===== src/rtl/ssc_pkg.sv =====
package ssc_pkg;

    // Default coordinate width and fixed field widths
    localparam int COORD_BITS_DEF = 16;
    localparam int TENSION_W      = 8;
    localparam int SHARE_W        = 24;   // Q0.24 share of tension

    localparam logic [TENSION_W-1:0] TENSION_RST = 8'd128;

    // Pen event kinds
    localparam logic [1:0] REQ_DOWN = 2'd0;
    localparam logic [1:0] REQ_MOVE = 2'd1;
    localparam logic [1:0] REQ_UP   = 2'd2;

    // Result kinds
    localparam logic RES_CURVE = 1'b0;
    localparam logic RES_DOT   = 1'b1;

endpackage


===== src/rtl/ssc_isqrt.sv =====
module ssc_isqrt #(
    parameter int RW = 18
) (
    input  logic            i_clk,
    input  logic            i_rst_n,
    input  logic            i_start,
    input  logic [2*RW-1:0] i_value,
    output logic            o_busy,
    output logic [RW-1:0]   o_root
);

    localparam int CW = $clog2(RW + 1);

    logic [2*RW-1:0] r_val;
    logic [RW+1:0]   r_rem;
    logic [RW-1:0]   r_root;
    logic [CW-1:0]   r_cnt;

    logic [RW+3:0] rem2;
    logic [RW+3:0] trial;
    logic [RW+3:0] diff;
    logic          ge;

    // One root bit per cycle: bring down two radicand bits, try the subtract
    always_comb begin
        rem2  = {r_rem, r_val[2*RW-1 -: 2]};
        trial = {2'b00, r_root, 2'b01};
        ge    = (rem2 >= trial);
        diff  = rem2 - trial;
    end

    // Iteration counter
    always_ff @(posedge i_clk) begin
        if (!i_rst_n) begin
            r_cnt <= '0;
        end else if (i_start) begin
            r_cnt <= CW'(RW);
        end else if (r_cnt != '0) begin
            r_cnt <= r_cnt - 1'b1;
        end
    end

    // Radicand shift register, remainder and root
    always_ff @(posedge i_clk) begin
        if (i_start) begin
            r_val  <= i_value;
            r_rem  <= '0;
            r_root <= '0;
        end else if (r_cnt != '0) begin
            r_val  <= {r_val[2*RW-3:0], 2'b00};
            r_rem  <= ge ? diff[RW+1:0] : rem2[RW+1:0];
            r_root <= {r_root[RW-2:0], ge};
        end
    end

    assign o_busy = (r_cnt != '0);
    assign o_root = r_root;

endmodule


===== src/rtl/ssc_div.sv =====
module ssc_div #(
    parameter int DW = 19,
    parameter int QW = 24
) (
    input  logic             i_clk,
    input  logic             i_rst_n,
    input  logic             i_start,
    input  logic [DW+QW-1:0] i_num,
    input  logic [DW-1:0]    i_den,
    output logic             o_busy,
    output logic [QW-1:0]    o_quot
);

    localparam int CW = $clog2(QW + 1);

    logic [DW-1:0] r_rem;
    logic [QW-1:0] r_lo;
    logic [DW-1:0] r_den;
    logic [QW-1:0] r_q;
    logic [CW-1:0] r_cnt;

    logic [DW:0] rem2;
    logic [DW:0] diff;
    logic        ge;

    // One quotient bit per cycle; the upper numerator bits start below the divisor
    always_comb begin
        rem2 = {r_rem, r_lo[QW-1]};
        ge   = (rem2 >= {1'b0, r_den});
        diff = rem2 - {1'b0, r_den};
    end

    // Iteration counter
    always_ff @(posedge i_clk) begin
        if (!i_rst_n) begin
            r_cnt <= '0;
        end else if (i_start) begin
            r_cnt <= CW'(QW);
        end else if (r_cnt != '0) begin
            r_cnt <= r_cnt - 1'b1;
        end
    end

    // Partial remainder, dividend shift register and quotient
    always_ff @(posedge i_clk) begin
        if (i_start) begin
            r_rem <= i_num[DW+QW-1:QW];
            r_lo  <= i_num[QW-1:0];
            r_den <= i_den;
            r_q   <= '0;
        end else if (r_cnt != '0) begin
            r_rem <= ge ? diff[DW-1:0] : rem2[DW-1:0];
            r_lo  <= {r_lo[QW-2:0], 1'b0};
            r_q   <= {r_q[QW-2:0], ge};
        end
    end

    assign o_busy = (r_cnt != '0);
    assign o_quot = r_q;

endmodule


===== src/rtl/stroke_spline_control_points_unit.sv =====
// Pen stroke to cubic Bezier segments. Down, move and up words are taken one
// at a time. A down, a buffering move, a trailing up or an unused kind gives
// no result; an up with no move before it in the stroke gives a dot marker. A move
// that completes three points runs through the accept step, two square roots on
// the shared bit-serial root unit (each with operand setup), a step to sum the
// distances, then, unless both distances are zero, two bit-serial divides for
// the tension shares and four multiply/round steps, and the emit step. The next
// word is taken while a finished result still waits on the output register.
// Write tension only while idle.
module stroke_spline_control_points_unit
    import ssc_pkg::*;
#(
    parameter int COORD_BITS = COORD_BITS_DEF
) (
    input  logic                         i_clk,
    input  logic                         i_rst_n,
    input  logic                         i_in_valid,
    output logic                         o_in_stall,
    input  logic [1:0]                   i_req_type,
    input  logic signed [COORD_BITS-1:0] i_point_x,
    input  logic signed [COORD_BITS-1:0] i_point_y,
    output logic                         o_out_valid,
    input  logic                         i_out_stall,
    output logic                         o_result_kind,
    output logic signed [COORD_BITS-1:0] o_ctrl1_x,
    output logic signed [COORD_BITS-1:0] o_ctrl1_y,
    output logic signed [COORD_BITS-1:0] o_ctrl2_x,
    output logic signed [COORD_BITS-1:0] o_ctrl2_y,
    output logic signed [COORD_BITS-1:0] o_end_x,
    output logic signed [COORD_BITS-1:0] o_end_y,
    input  logic                         i_cfg_valid,
    output logic                         o_cfg_ready,
    input  logic [TENSION_W-1:0]         i_cfg_tension
);

    localparam int CB = COORD_BITS;
    localparam int DS = (CB > 30) ? CB - 30 : 0;
    localparam int MW = CB + 1 - DS;       // shifted magnitude
    localparam int SW = 2 * MW + 1;        // sum of squares
    localparam int RW = MW + 1;            // root
    localparam int DW = RW + 1;            // sum of distances
    localparam int NW = DW + SHARE_W;      // divide numerator
    localparam int PW = SHARE_W + CB + 1;  // offset product
    localparam int VW = CB + 3;            // control point before saturation

    localparam logic signed [VW-1:0] SAT_HI = {{4{1'b0}}, {(CB-1){1'b1}}};
    localparam logic signed [VW-1:0] SAT_LO = {{4{1'b1}}, {(CB-1){1'b0}}};

    localparam logic [3:0] ST_IDLE = 4'd0;
    localparam logic [3:0] ST_SQ0  = 4'd1;
    localparam logic [3:0] ST_SQ1  = 4'd2;
    localparam logic [3:0] ST_RGO  = 4'd3;
    localparam logic [3:0] ST_ROOT = 4'd4;
    localparam logic [3:0] ST_SUM  = 4'd5;
    localparam logic [3:0] ST_DGO  = 4'd6;
    localparam logic [3:0] ST_DIV  = 4'd7;
    localparam logic [3:0] ST_MUL  = 4'd8;
    localparam logic [3:0] ST_ADD  = 4'd9;
    localparam logic [3:0] ST_EMIT = 4'd10;

    logic [3:0] r_state, n_state;

    logic [TENSION_W-1:0] r_tension;
    logic [1:0]           r_cnt;
    logic                 r_moved;
    logic                 r_pair;
    logic [1:0]           r_idx;

    logic signed [CB-1:0] r_bx [2];
    logic signed [CB-1:0] r_by [2];
    logic signed [CB-1:0] r_px, r_py;
    logic [SW-1:0]        r_acc;
    logic [RW-1:0]        r_d01, r_d12;
    logic [DW-1:0]        r_sum;
    logic [SHARE_W-1:0]   r_fa, r_fb;
    logic [PW-1:0]        r_prod;
    logic                 r_wneg;
    logic                 r_res_kind;
    logic signed [CB-1:0] r_res_c [4];

    logic                 r_ovalid;
    logic                 r_okind;
    logic signed [CB-1:0] r_oc [4];
    logic signed [CB-1:0] r_oex, r_oey;

    logic in_acc;
    logic emit_go;

    // Distance operand selection and squaring
    logic signed [CB-1:0] ax, ay, bx, by;
    logic [CB:0]          dx, dy, dmag_x, dmag_y;
    logic [MW-1:0]        sq_op;
    logic [2*MW-1:0]      sq_prod;

    // Share, offset and control point arithmetic
    logic [TENSION_W+RW-1:0] td;
    logic [NW-1:0]           div_num;
    logic [CB:0]             wx, wy, w_sel, w_mag;
    logic [SHARE_W-1:0]      f_sel;
    logic [PW:0]             rnd;
    logic [CB+1:0]           m;
    logic signed [CB-1:0]    x1_sel;
    logic signed [VW-1:0]    cval;
    logic                    do_sub;
    logic signed [CB-1:0]    csat;

    logic          sq_start, sq_busy;
    logic [RW-1:0] sq_root;
    logic          dv_start, dv_busy;
    logic [SHARE_W-1:0] dv_quot;

    assign in_acc  = i_in_valid && !o_in_stall;
    assign emit_go = (r_state == ST_EMIT) && (!r_ovalid || !i_out_stall);

    always_comb begin
        ax = r_pair ? r_bx[1] : r_bx[0];
        ay = r_pair ? r_by[1] : r_by[0];
        bx = r_pair ? r_px : r_bx[1];
        by = r_pair ? r_py : r_by[1];
        dx = {bx[CB-1], bx} - {ax[CB-1], ax};
        dy = {by[CB-1], by} - {ay[CB-1], ay};
        dmag_x = dx[CB] ? (~dx + 1'b1) : dx;
        dmag_y = dy[CB] ? (~dy + 1'b1) : dy;
        sq_op   = (r_state == ST_SQ1) ? dmag_y[CB:DS] : dmag_x[CB:DS];
        sq_prod = sq_op * sq_op;
    end

    always_comb begin
        td      = r_tension * (r_pair ? r_d12 : r_d01);
        div_num = {1'b0, td, 16'b0} + NW'(r_sum[DW-1:1]);

        wx     = {r_px[CB-1], r_px} - {r_bx[0][CB-1], r_bx[0]};
        wy     = {r_py[CB-1], r_py} - {r_by[0][CB-1], r_by[0]};
        w_sel  = r_idx[0] ? wy : wx;
        w_mag  = w_sel[CB] ? (~w_sel + 1'b1) : w_sel;
        f_sel  = r_idx[1] ? r_fb : r_fa;

        rnd    = {1'b0, r_prod} + ((PW+1)'(1) << (SHARE_W - 1));
        m      = rnd[PW:SHARE_W];
        x1_sel = r_idx[0] ? r_by[1] : r_bx[1];
        do_sub = r_idx[1] ? r_wneg : !r_wneg;
        cval   = do_sub ? ({{3{x1_sel[CB-1]}}, x1_sel} - {1'b0, m})
                        : ({{3{x1_sel[CB-1]}}, x1_sel} + {1'b0, m});
        if (cval > SAT_HI) begin
            csat = SAT_HI[CB-1:0];
        end else if (cval < SAT_LO) begin
            csat = SAT_LO[CB-1:0];
        end else begin
            csat = cval[CB-1:0];
        end
    end

    assign sq_start = (r_state == ST_RGO);
    assign dv_start = (r_state == ST_DGO);

    ssc_isqrt #(.RW(RW)) u_isqrt (
        .i_clk   (i_clk),
        .i_rst_n (i_rst_n),
        .i_start (sq_start),
        .i_value ({1'b0, r_acc}),
        .o_busy  (sq_busy),
        .o_root  (sq_root)
    );

    ssc_div #(.DW(DW), .QW(SHARE_W)) u_div (
        .i_clk   (i_clk),
        .i_rst_n (i_rst_n),
        .i_start (dv_start),
        .i_num   (div_num),
        .i_den   (r_sum),
        .o_busy  (dv_busy),
        .o_quot  (dv_quot)
    );

    // Sequencer next state
    always_comb begin
        n_state = r_state;
        unique case (r_state)
            ST_IDLE: begin
                if (in_acc) begin
                    if (i_req_type == REQ_MOVE && r_cnt[1]) begin
                        n_state = ST_SQ0;
                    end else if (i_req_type == REQ_UP && !r_moved) begin
                        n_state = ST_EMIT;
                    end
                end
            end
            ST_SQ0:  n_state = ST_SQ1;
            ST_SQ1:  n_state = ST_RGO;
            ST_RGO:  n_state = ST_ROOT;
            ST_ROOT: begin
                if (!sq_busy) begin
                    n_state = r_pair ? ST_SUM : ST_SQ0;
                end
            end
            ST_SUM:  n_state = (r_d01 == '0 && r_d12 == '0) ? ST_EMIT : ST_DGO;
            ST_DGO:  n_state = ST_DIV;
            ST_DIV: begin
                if (!dv_busy) begin
                    n_state = r_pair ? ST_MUL : ST_DGO;
                end
            end
            ST_MUL:  n_state = ST_ADD;
            ST_ADD:  n_state = (r_idx == 2'd3) ? ST_EMIT : ST_MUL;
            ST_EMIT: begin
                if (emit_go) begin
                    n_state = ST_IDLE;
                end
            end
            default: n_state = ST_IDLE;
        endcase
    end

    // Control state: sequencer, stroke bookkeeping, tension, output valid
    always_ff @(posedge i_clk) begin
        if (!i_rst_n) begin
            r_state   <= ST_IDLE;
            r_cnt     <= '0;
            r_moved   <= 1'b0;
            r_tension <= TENSION_RST;
            r_ovalid  <= 1'b0;
            r_pair    <= 1'b0;
            r_idx     <= '0;
        end else begin
            r_state <= n_state;
            if (i_cfg_valid && o_cfg_ready) begin
                r_tension <= i_cfg_tension;
            end
            if (in_acc) begin
                r_pair <= 1'b0;
                r_idx  <= '0;
                unique case (i_req_type)
                    REQ_DOWN: begin
                        r_cnt   <= 2'd1;
                        r_moved <= 1'b0;
                    end
                    REQ_MOVE: begin
                        r_moved <= 1'b1;
                        r_cnt   <= r_cnt[1] ? 2'd0 : r_cnt + 1'b1;
                    end
                    REQ_UP: begin
                        r_cnt   <= 2'd0;
                        r_moved <= 1'b0;
                    end
                    default: ;
                endcase
            end
            if ((r_state == ST_ROOT && !sq_busy) || (r_state == ST_DIV && !dv_busy)) begin
                r_pair <= !r_pair;
            end
            if (r_state == ST_ADD) begin
                r_idx <= r_idx + 1'b1;
            end
            if (emit_go) begin
                r_ovalid <= 1'b1;
            end else if (!i_out_stall) begin
                r_ovalid <= 1'b0;
            end
        end
    end

    // Datapath registers
    always_ff @(posedge i_clk) begin
        if (in_acc) begin
            r_px <= i_point_x;
            r_py <= i_point_y;
            if (i_req_type == REQ_DOWN) begin
                r_bx[0] <= i_point_x;
                r_by[0] <= i_point_y;
            end else if (i_req_type == REQ_MOVE && !r_cnt[1]) begin
                r_bx[r_cnt[0]] <= i_point_x;
                r_by[r_cnt[0]] <= i_point_y;
            end
            r_res_kind <= (i_req_type == REQ_UP) ? RES_DOT : RES_CURVE;
            for (int k = 0; k < 4; k++) begin
                r_res_c[k] <= '0;
            end
        end
        // accumulate squares of the distance components
        if (r_state == ST_SQ0) begin
            r_acc <= SW'(sq_prod);
        end
        if (r_state == ST_SQ1) begin
            r_acc <= r_acc + SW'(sq_prod);
        end
        if (r_state == ST_ROOT && !sq_busy) begin
            if (r_pair) begin
                r_d12 <= sq_root;
            end else begin
                r_d01 <= sq_root;
            end
        end
        if (r_state == ST_SUM) begin
            r_sum      <= {1'b0, r_d01} + {1'b0, r_d12};
            r_res_c[0] <= r_bx[1];
            r_res_c[1] <= r_by[1];
            r_res_c[2] <= r_bx[1];
            r_res_c[3] <= r_by[1];
        end
        if (r_state == ST_DIV && !dv_busy) begin
            if (r_pair) begin
                r_fb <= dv_quot;
            end else begin
                r_fa <= dv_quot;
            end
        end
        if (r_state == ST_MUL) begin
            r_prod <= f_sel * w_mag;
            r_wneg <= w_sel[CB];
        end
        if (r_state == ST_ADD) begin
            r_res_c[r_idx] <= csat;
        end
        // hand the finished word to the output register
        if (emit_go) begin
            r_okind <= r_res_kind;
            r_oex   <= r_px;
            r_oey   <= r_py;
            for (int k = 0; k < 4; k++) begin
                r_oc[k] <= r_res_c[k];
            end
        end
    end

    assign o_in_stall    = (r_state != ST_IDLE);
    assign o_cfg_ready   = 1'b1;
    assign o_out_valid   = r_ovalid;
    assign o_result_kind = r_okind;
    assign o_ctrl1_x     = r_oc[0];
    assign o_ctrl1_y     = r_oc[1];
    assign o_ctrl2_x     = r_oc[2];
    assign o_ctrl2_y     = r_oc[3];
    assign o_end_x       = r_oex;
    assign o_end_y       = r_oey;

`ifndef ASSERT_OFF
    a_units_idle: assert property (@(posedge i_clk) disable iff (!i_rst_n)
        (r_state == ST_IDLE) |-> (!sq_busy && !dv_busy))
        else $error("arithmetic unit busy while sequencer idle");

    a_count_range: assert property (@(posedge i_clk) disable iff (!i_rst_n)
        r_cnt != 2'd3)
        else $error("point count out of range");

    a_emit_valid: assert property (@(posedge i_clk) disable iff (!i_rst_n)
        emit_go |=> o_out_valid)
        else $error("emitted word not presented");
`endif

endmodule


===== config.mk =====
export PLATFORM = sky130hd
export DESIGN_NAME = stroke_spline_control_points_unit
export DESIGN_NICKNAME = d
export VERILOG_FILES = /design/src/rtl/ssc_pkg.sv /design/src/rtl/ssc_isqrt.sv /design/src/rtl/ssc_div.sv /design/src/rtl/stroke_spline_control_points_unit.sv
export SDC_FILE = /design/constraint.sdc
export NUM_CORES = 2
export LEC_CHECK = 0
export ABC_CLOCK_PERIOD_IN_PS = 15910
export BUFFER_PORTS_ARGS = -buffer_cell sky130_fd_sc_hd__buf_2
export CAP_MARGIN = 5
export CORE_MARGIN = 2
export CORE_UTILIZATION = 48
export DETAILED_ROUTE_END_ITERATION = 6
export SKIP_LAST_GASP = 1
export SLEW_MARGIN = 10
export SYNTH_ARGS = -nofsm -noshare
export SYNTH_HDL_FRONTEND = slang
export SYNTH_SLANG_ARGS = --single-unit

===== constraint.sdc =====
create_clock -name i_clk -period 15.91 [get_ports i_clk]
set_clock_uncertainty 0.15 [all_clocks]
set_input_delay 1.591 -clock i_clk [delete_from_list [all_inputs] [get_ports i_clk]]
set_output_delay 1.591 -clock i_clk [all_outputs]
set_load 0.01 [all_outputs]

## Word-level counts from Yosys, hierarchy flattened

Memories as Yosys holds them, arrays and structs flattened.
Cells that the tools add are included.

| operators by class | value |
|---|---|
| add/sub/neg operators | 19 |
| magnitude comparators | 4 |
| eq/ne operators | 19 |
| mux-type cells | 79 |
| $mul | 3 |
| reduce and logical (&&, ||, !) cells | 46 |
| bitwise operators | 9 |

Operators with widths:

| operator | count |
|---|---|
| 16-bit 2-to-1 mux | 14 |
| 35-bit 2-to-1 mux | 4 |
| 17-bit 2-to-1 mux | 5 |
| 19-bit 2-to-1 mux | 4 |
| 24-bit 2-to-1 mux | 3 |
| 16-bit by 16-bit subtractor with 17-bit output | 4 |
| 17-bit by 1-bit adder with 17-bit output (second input constant) | 3 |
| 17-bit NOT | 3 |
| 16-bit OR reduction | 3 |
| 4-bit case mux with 11 select lines | 1 |
| 42-bit by 18-bit adder with 43-bit output | 1 |
| 41-bit by 24-bit adder with 42-bit output (second input constant) | 1 |
| 24-bit by 17-bit multiplier with 41-bit output | 1 |
| 18-bit zero test | 2 |
| 35-bit by 34-bit adder with 35-bit output | 1 |
| 17-bit by 17-bit multiplier with 34-bit output | 1 |
| 4-bit 2-to-1 mux | 8 |
| 8-bit by 18-bit multiplier with 26-bit output | 1 |
| 1-bit 2-to-1 mux | 26 |
| 22-bit by 20-bit >= comparator with 1-bit output | 1 |
| 20-bit by 19-bit >= comparator with 1-bit output | 1 |
| 20-bit 2-to-1 mux | 1 |
| 5-bit 2-to-1 mux | 4 |
| 20-bit subtractor | 1 |
| 36 further kinds | 85 |

| storage, ports and cells | value |
|---|---|
| bits in writable memories | 192 |
| word-level logic and storage cells | 216 |
| register bits | 435 |
| memories kept | 4 |
| input port bits | 47 |
| output and inout bits | 100 |

Memories:

| name | depth | width | rd ports | clocked after Yosys merged registers in | wr ports | RTL line | text |
|---|---|---|---|---|---|---|---|
| r_oc | 4 | 16 | 4 | 0 | 4 | stroke_spline_control_points_unit.sv:83 | `logic signed [CB-1:0] r_oc [4];` |
| r_res_c | 4 | 16 | 4 | 0 | 4 | stroke_spline_control_points_unit.sv:79 | `logic signed [CB-1:0] r_res_c [4];` |
| r_bx | 2 | 16 | 2 | 0 | 1 | stroke_spline_control_points_unit.sv:69 | `logic signed [CB-1:0] r_bx [2];` |
| r_by | 2 | 16 | 2 | 0 | 1 | stroke_spline_control_points_unit.sv:70 | `logic signed [CB-1:0] r_by [2];` |

## Logic depth before layout (Yosys ltp)

An unclocked memory read counts as a cell.

| logic depth | value |
|---|---|
| depth after elaboration | 10 |
| mapped depth | 53 |
| gate-level depth less buffers | 48 |

## Modules after synthesis

A second synthesis with hierarchy kept.

| second synthesis, totals | value |
|---|---|
| cell total of the unflattened synthesis | 5925 |
| area total of the unflattened synthesis | 58999.1 um^2 |

Modules (own cells, without submodules):

| module | seq. area each (um^2) | times used | area an instance (um^2) | cells an instance |
|---|---|---|---|---|
| stroke_spline_control_points_unit | 12842.3 | 1 | 49761.5 | 5003 |
| ssc_div | 2442.3 | 1 | 4672.0 | 442 |
| ssc_isqrt | 1941.9 | 1 | 4565.6 | 480 |

## Worst setup path before layout

Ideal clock, no wire load.

| path | value |
|---|---|
| path type | reg-to-reg |
| start point | reg r_pair |
| end point | reg r_acc[33] (data pin) |
| required time | 15500 ps |
| path buffers | 5 |
| slack | 3946 ps |
| library setup time | 260 ps |
| period minus slack after synthesis | 11964 ps |
| stages on the path, launching flop included | 47 |
| arrival | 11554 ps |
| path through | dfxtp_1 clkbuf_1 buf_1 buf_1 clkbuf_1 mux2i_1 fa_1 a211oi_2 o31ai_1 a2111oi_2 nand2_1 or4_1 o31a_1 mux2i_1 o21ai_2 inv_2 clkbuf_1 nand2_1 [11 not listed] nor2_1 o211a_1 o31ai_1 nand2b_1 a21o_1 a21oi_1 xnor2_1 ha_1 o21a_1 o22a_1 and4_1 a21oi_1 a21oi_1 a211o_1 a21oi_1 o21ai_0 xor2_1 mux2_2 |

| on the way | value |
|---|---|
| longest elaborated chain between the ends | 9 |
| elaborated cells on any way between the ends | 17 |
| classes of those cells | add/sub: 5; mul: 1; mux: 9; bitwise: 2 |

Ends and longest elaborated chain:

| element | RTL line | text |
|---|---|---|
| from (decl) | stroke_spline_control_points_unit.sv:66 | `logic r_pair;` |
| from (signal assigned) | stroke_spline_control_points_unit.sv:249 | `r_pair <= !r_pair;` |
| 16-bit 2-to-1 mux (on tied branches) | n/a |  |
| 16-bit by 16-bit subtractor with 17-bit output (on tied branches) | stroke_spline_control_points_unit.sv:120, stroke_spline_control_points_unit.sv:121 |  |
| 17-bit NOT (on tied branches) | stroke_spline_control_points_unit.sv:122, stroke_spline_control_points_unit.sv:123 |  |
| 17-bit by 1-bit adder with 17-bit output (on tied branches) | stroke_spline_control_points_unit.sv:122, stroke_spline_control_points_unit.sv:123 |  |
| 17-bit 2-to-1 mux (on tied branches) | stroke_spline_control_points_unit.sv:122, stroke_spline_control_points_unit.sv:123 |  |
| 17-bit 2-to-1 mux * | stroke_spline_control_points_unit.sv:124 | `sq_op = (r_state == ST_SQ1) ? dmag_y[CB:DS] : dmag_x[CB:DS];` |
| 17-bit by 17-bit multiplier with 34-bit output * | stroke_spline_control_points_unit.sv:125 | `sq_prod = sq_op * sq_op;` |
| 35-bit by 34-bit adder with 35-bit output / 35-bit 2-to-1 mux (equally long branches) | stroke_spline_control_points_unit.sv:284, stroke_spline_control_points_unit.sv:280 |  |
| 35-bit 2-to-1 mux * | stroke_spline_control_points_unit.sv:283 | `if (r_state == ST_SQ1) begin` |
| to (signal assigned) | stroke_spline_control_points_unit.sv:281 | `r_acc <= SW'(sq_prod);` |
| to (signal assigned) | stroke_spline_control_points_unit.sv:284 | `r_acc <= r_acc + SW'(sq_prod);` |
| to (decl) | stroke_spline_control_points_unit.sv:72 | `logic [SW-1:0] r_acc;` |

Mark *: on every way between the ends. The rest lies on a longest branch, timed or not. The select of a mux whose other input is x is not followed.
A chain may end at the register's enable or synchronous reset.

## Worst setup path in the final report

Same ends and word-level chain as after synthesis.

==> flow_summary.toml <==
[timing]
setup_viol = 0
hold_viol_final = 0
max_freq_ghz = 0.07778
rsz0062_at_grt = "no"
fin_crit_sh_pct = 80.81
relSlewSlack_pct = 21.30
worstMarginPinSlew_ns = 1.172
drv_slew = 0
layout_min_cycle_time_ns = 12.86
finalSetupTns_ns = 0

[logic_synthesis]
yosysTopAreaCellShare_pct = 26.32
ys_async_sr_fraction_pct = 0
yosysWarnings = 0
synth_top_area_cell = "edfxtp_1"
synth_cells = 6011
synthFlopType = "edfxtp_1"
synth_area_mm2 = 0.05842
synth_edf_count = 512
yosysSeqAreaShare_pct = 29.47
synth_area_leaders = "edfxtp_1, fa_1, ha_1, nand2_1, inv_1"
ys_types = 97
ys_seq_elements = 604
syn_avg_cell_area_um2 = 9.719

[drt]
post_drt_wl_per_cell_um = 18.93
drt-initial-drc-count = 2942
drt-vias-per-instance = 5.429
dr.pass1.iters = 5
ant_nets = 0
dr_total_vias = 42150
wirelength_um = 147000
drcViolationCount = 0

[final_layout]
nets = 7226
layout_common_cells = "nand2_1, inv_1, fa_1"
syn_to_final_growth_pct = 8.794
fillers = 10920
drive_gt1_share_pct = 8.114
final_common_cell = "nand2_1"

[clocking]
cts_hold_buf = 0
post-cts-setup-buffers = 0
clk-insertion-delay-late_ns = 0.65
numClockSinks = 604
post_cts_resized = 0
clkTransAtPathRegs_ns = 0.06
numCtsBuffers = 69
cts-root-buf = "clkbuf_16"
htree_num_levels = 3
max-clock-path-buffers = 3
cts_tree = "done"

[worst_setup_path]
critPathMaxFanout = 49
start_kind = "flop"
crit_type = "reg -> reg"
cp.arrival_ns = 13.11
cpMostUsedCell = "fa_1"
cp_slowest_cell = "dfxtp_4"
crit_path_end_kind = "flop"
required_ns = 16.17
slowest_delay_ns = 0.75

[global_routing]
grt-ovfl-total = 0
grt_pass1_vias = 42880
grt_max_degree = 76
grt_usage_pct = 24.04
grt_pass1_wl_um = 238600
antenna_found_initial = 9

[worst_hold_path]
min_path_type = "reg -> reg"

[die]
die_x_um = 352.9
core-area_mm2 = 0.1203
dieArea_mm2 = 0.1245
die_h_um = 352.9
start_util_pct = 48.57
io_pins = 147
num_rows = 127

[run]
maxCapViolCount = 0

[outcome]
status = "finished, final reports clean"

[placed_design]
place.port_buffers = 145
place_congestion = 0.9323
dpl.hpwl_um = 114900
final cells by class:
class,count,area [um2],share of cell area [%]
tap,1612,2017,3.173
timing repair buffer,195,1101,1.732
inverter,850,3193,5.024
antenna,1,2.502,0.003937
clock buffer,80,1841,2.896
clock inverter,46,629.4,0.9902
sequential,604,17220,27.10
multi-input combinational,4375,37550,59.08
synthesized netlist by cell type (all sizes together) (116+ instances only):
master and n:
nor2 358, nand2 936, fa 623, a21oi 254, clkbuf 149, inv 847, mux2i 116, o21ai 218
ha 461, edfxtp 512, and2 116, xnor2 191
logic make-up after synthesis:
kind of cell	after synthesis	synth area share [%]
DFF	604	29.47
and+or+nand+nor	1877	14.40
xor gates and xnor gates	298	4.493
buffers and inverters	1043	6.768
AOI/OAI and AO/OA	889	9.732
adders and majority gates	1084	31.22
muxes	214	3.898
other	2	0.01286
stage by stage:
stage	hold slack, ns	setup WS (ns)	cells	cell area, um2	utilization [%]
2_1_floorplan	0.2503	3.946	6022	58460	-
3_3_place_gp	0.2521	3.323	7636	61080	50.78
3_5_place_dp	0.2545	3.107	7636	61080	50.78
4_1_cts	0.2474	3.064	7762	63550	52.84
5_1_grt	0.2551	2.193	7762	63550	52.84
6_report	0.2495	3.054	7763	63560	52.84
registers in the layout (all words and copies together), names as in the netlist, 19 cells and up:
signal	count
r_fa	24
r_by	32
u_div.r_rem	19
u_div.r_lo	24
u_div.r_den	19
r_acc	35
u_div.o_quot	24
r_sum	19
u_isqrt.r_val	36
u_isqrt.r_rem	20
r_res_c	64
r_oc	64
r_fb	24
r_bx	32
worst paths after layout:
path	cells after the start	from	endpoint	slack [ns]
setup / recovery	46	r_pair	r_acc[33]	3.05
hold / removal	0	r_res_c[1][1]	r_oc[1][1]	0.25
setup reg to reg	46	r_pair	r_acc[33]	3.05
hold reg to reg	0	r_res_c[1][1]	r_oc[1][1]	0.25
worst max-delay path, delay by kind of cell (launching register included):
kind,cells,cell delay [ns]
fa+ha+maj,9,3.99
compound gates,18,3.97
buf+inv,7,1.63
simple gates,7,0.92
flops,1,0.75
mux,2,0.68
xor+xnor,3,0.48
per-layer routing:
layer	routed length, um	vias to the layer above	GRT usage, %
met5	25	-	0
met4	3641	4	6.188
met3	7860	189	3.039
met2	67430	1106	38.81
met1	68030	20710	34.30
li1	-	20140	-
Power is left out: the tool's default activity adds up to more than one toggle a clock period on the data nets, which glitch-free logic cannot reach.
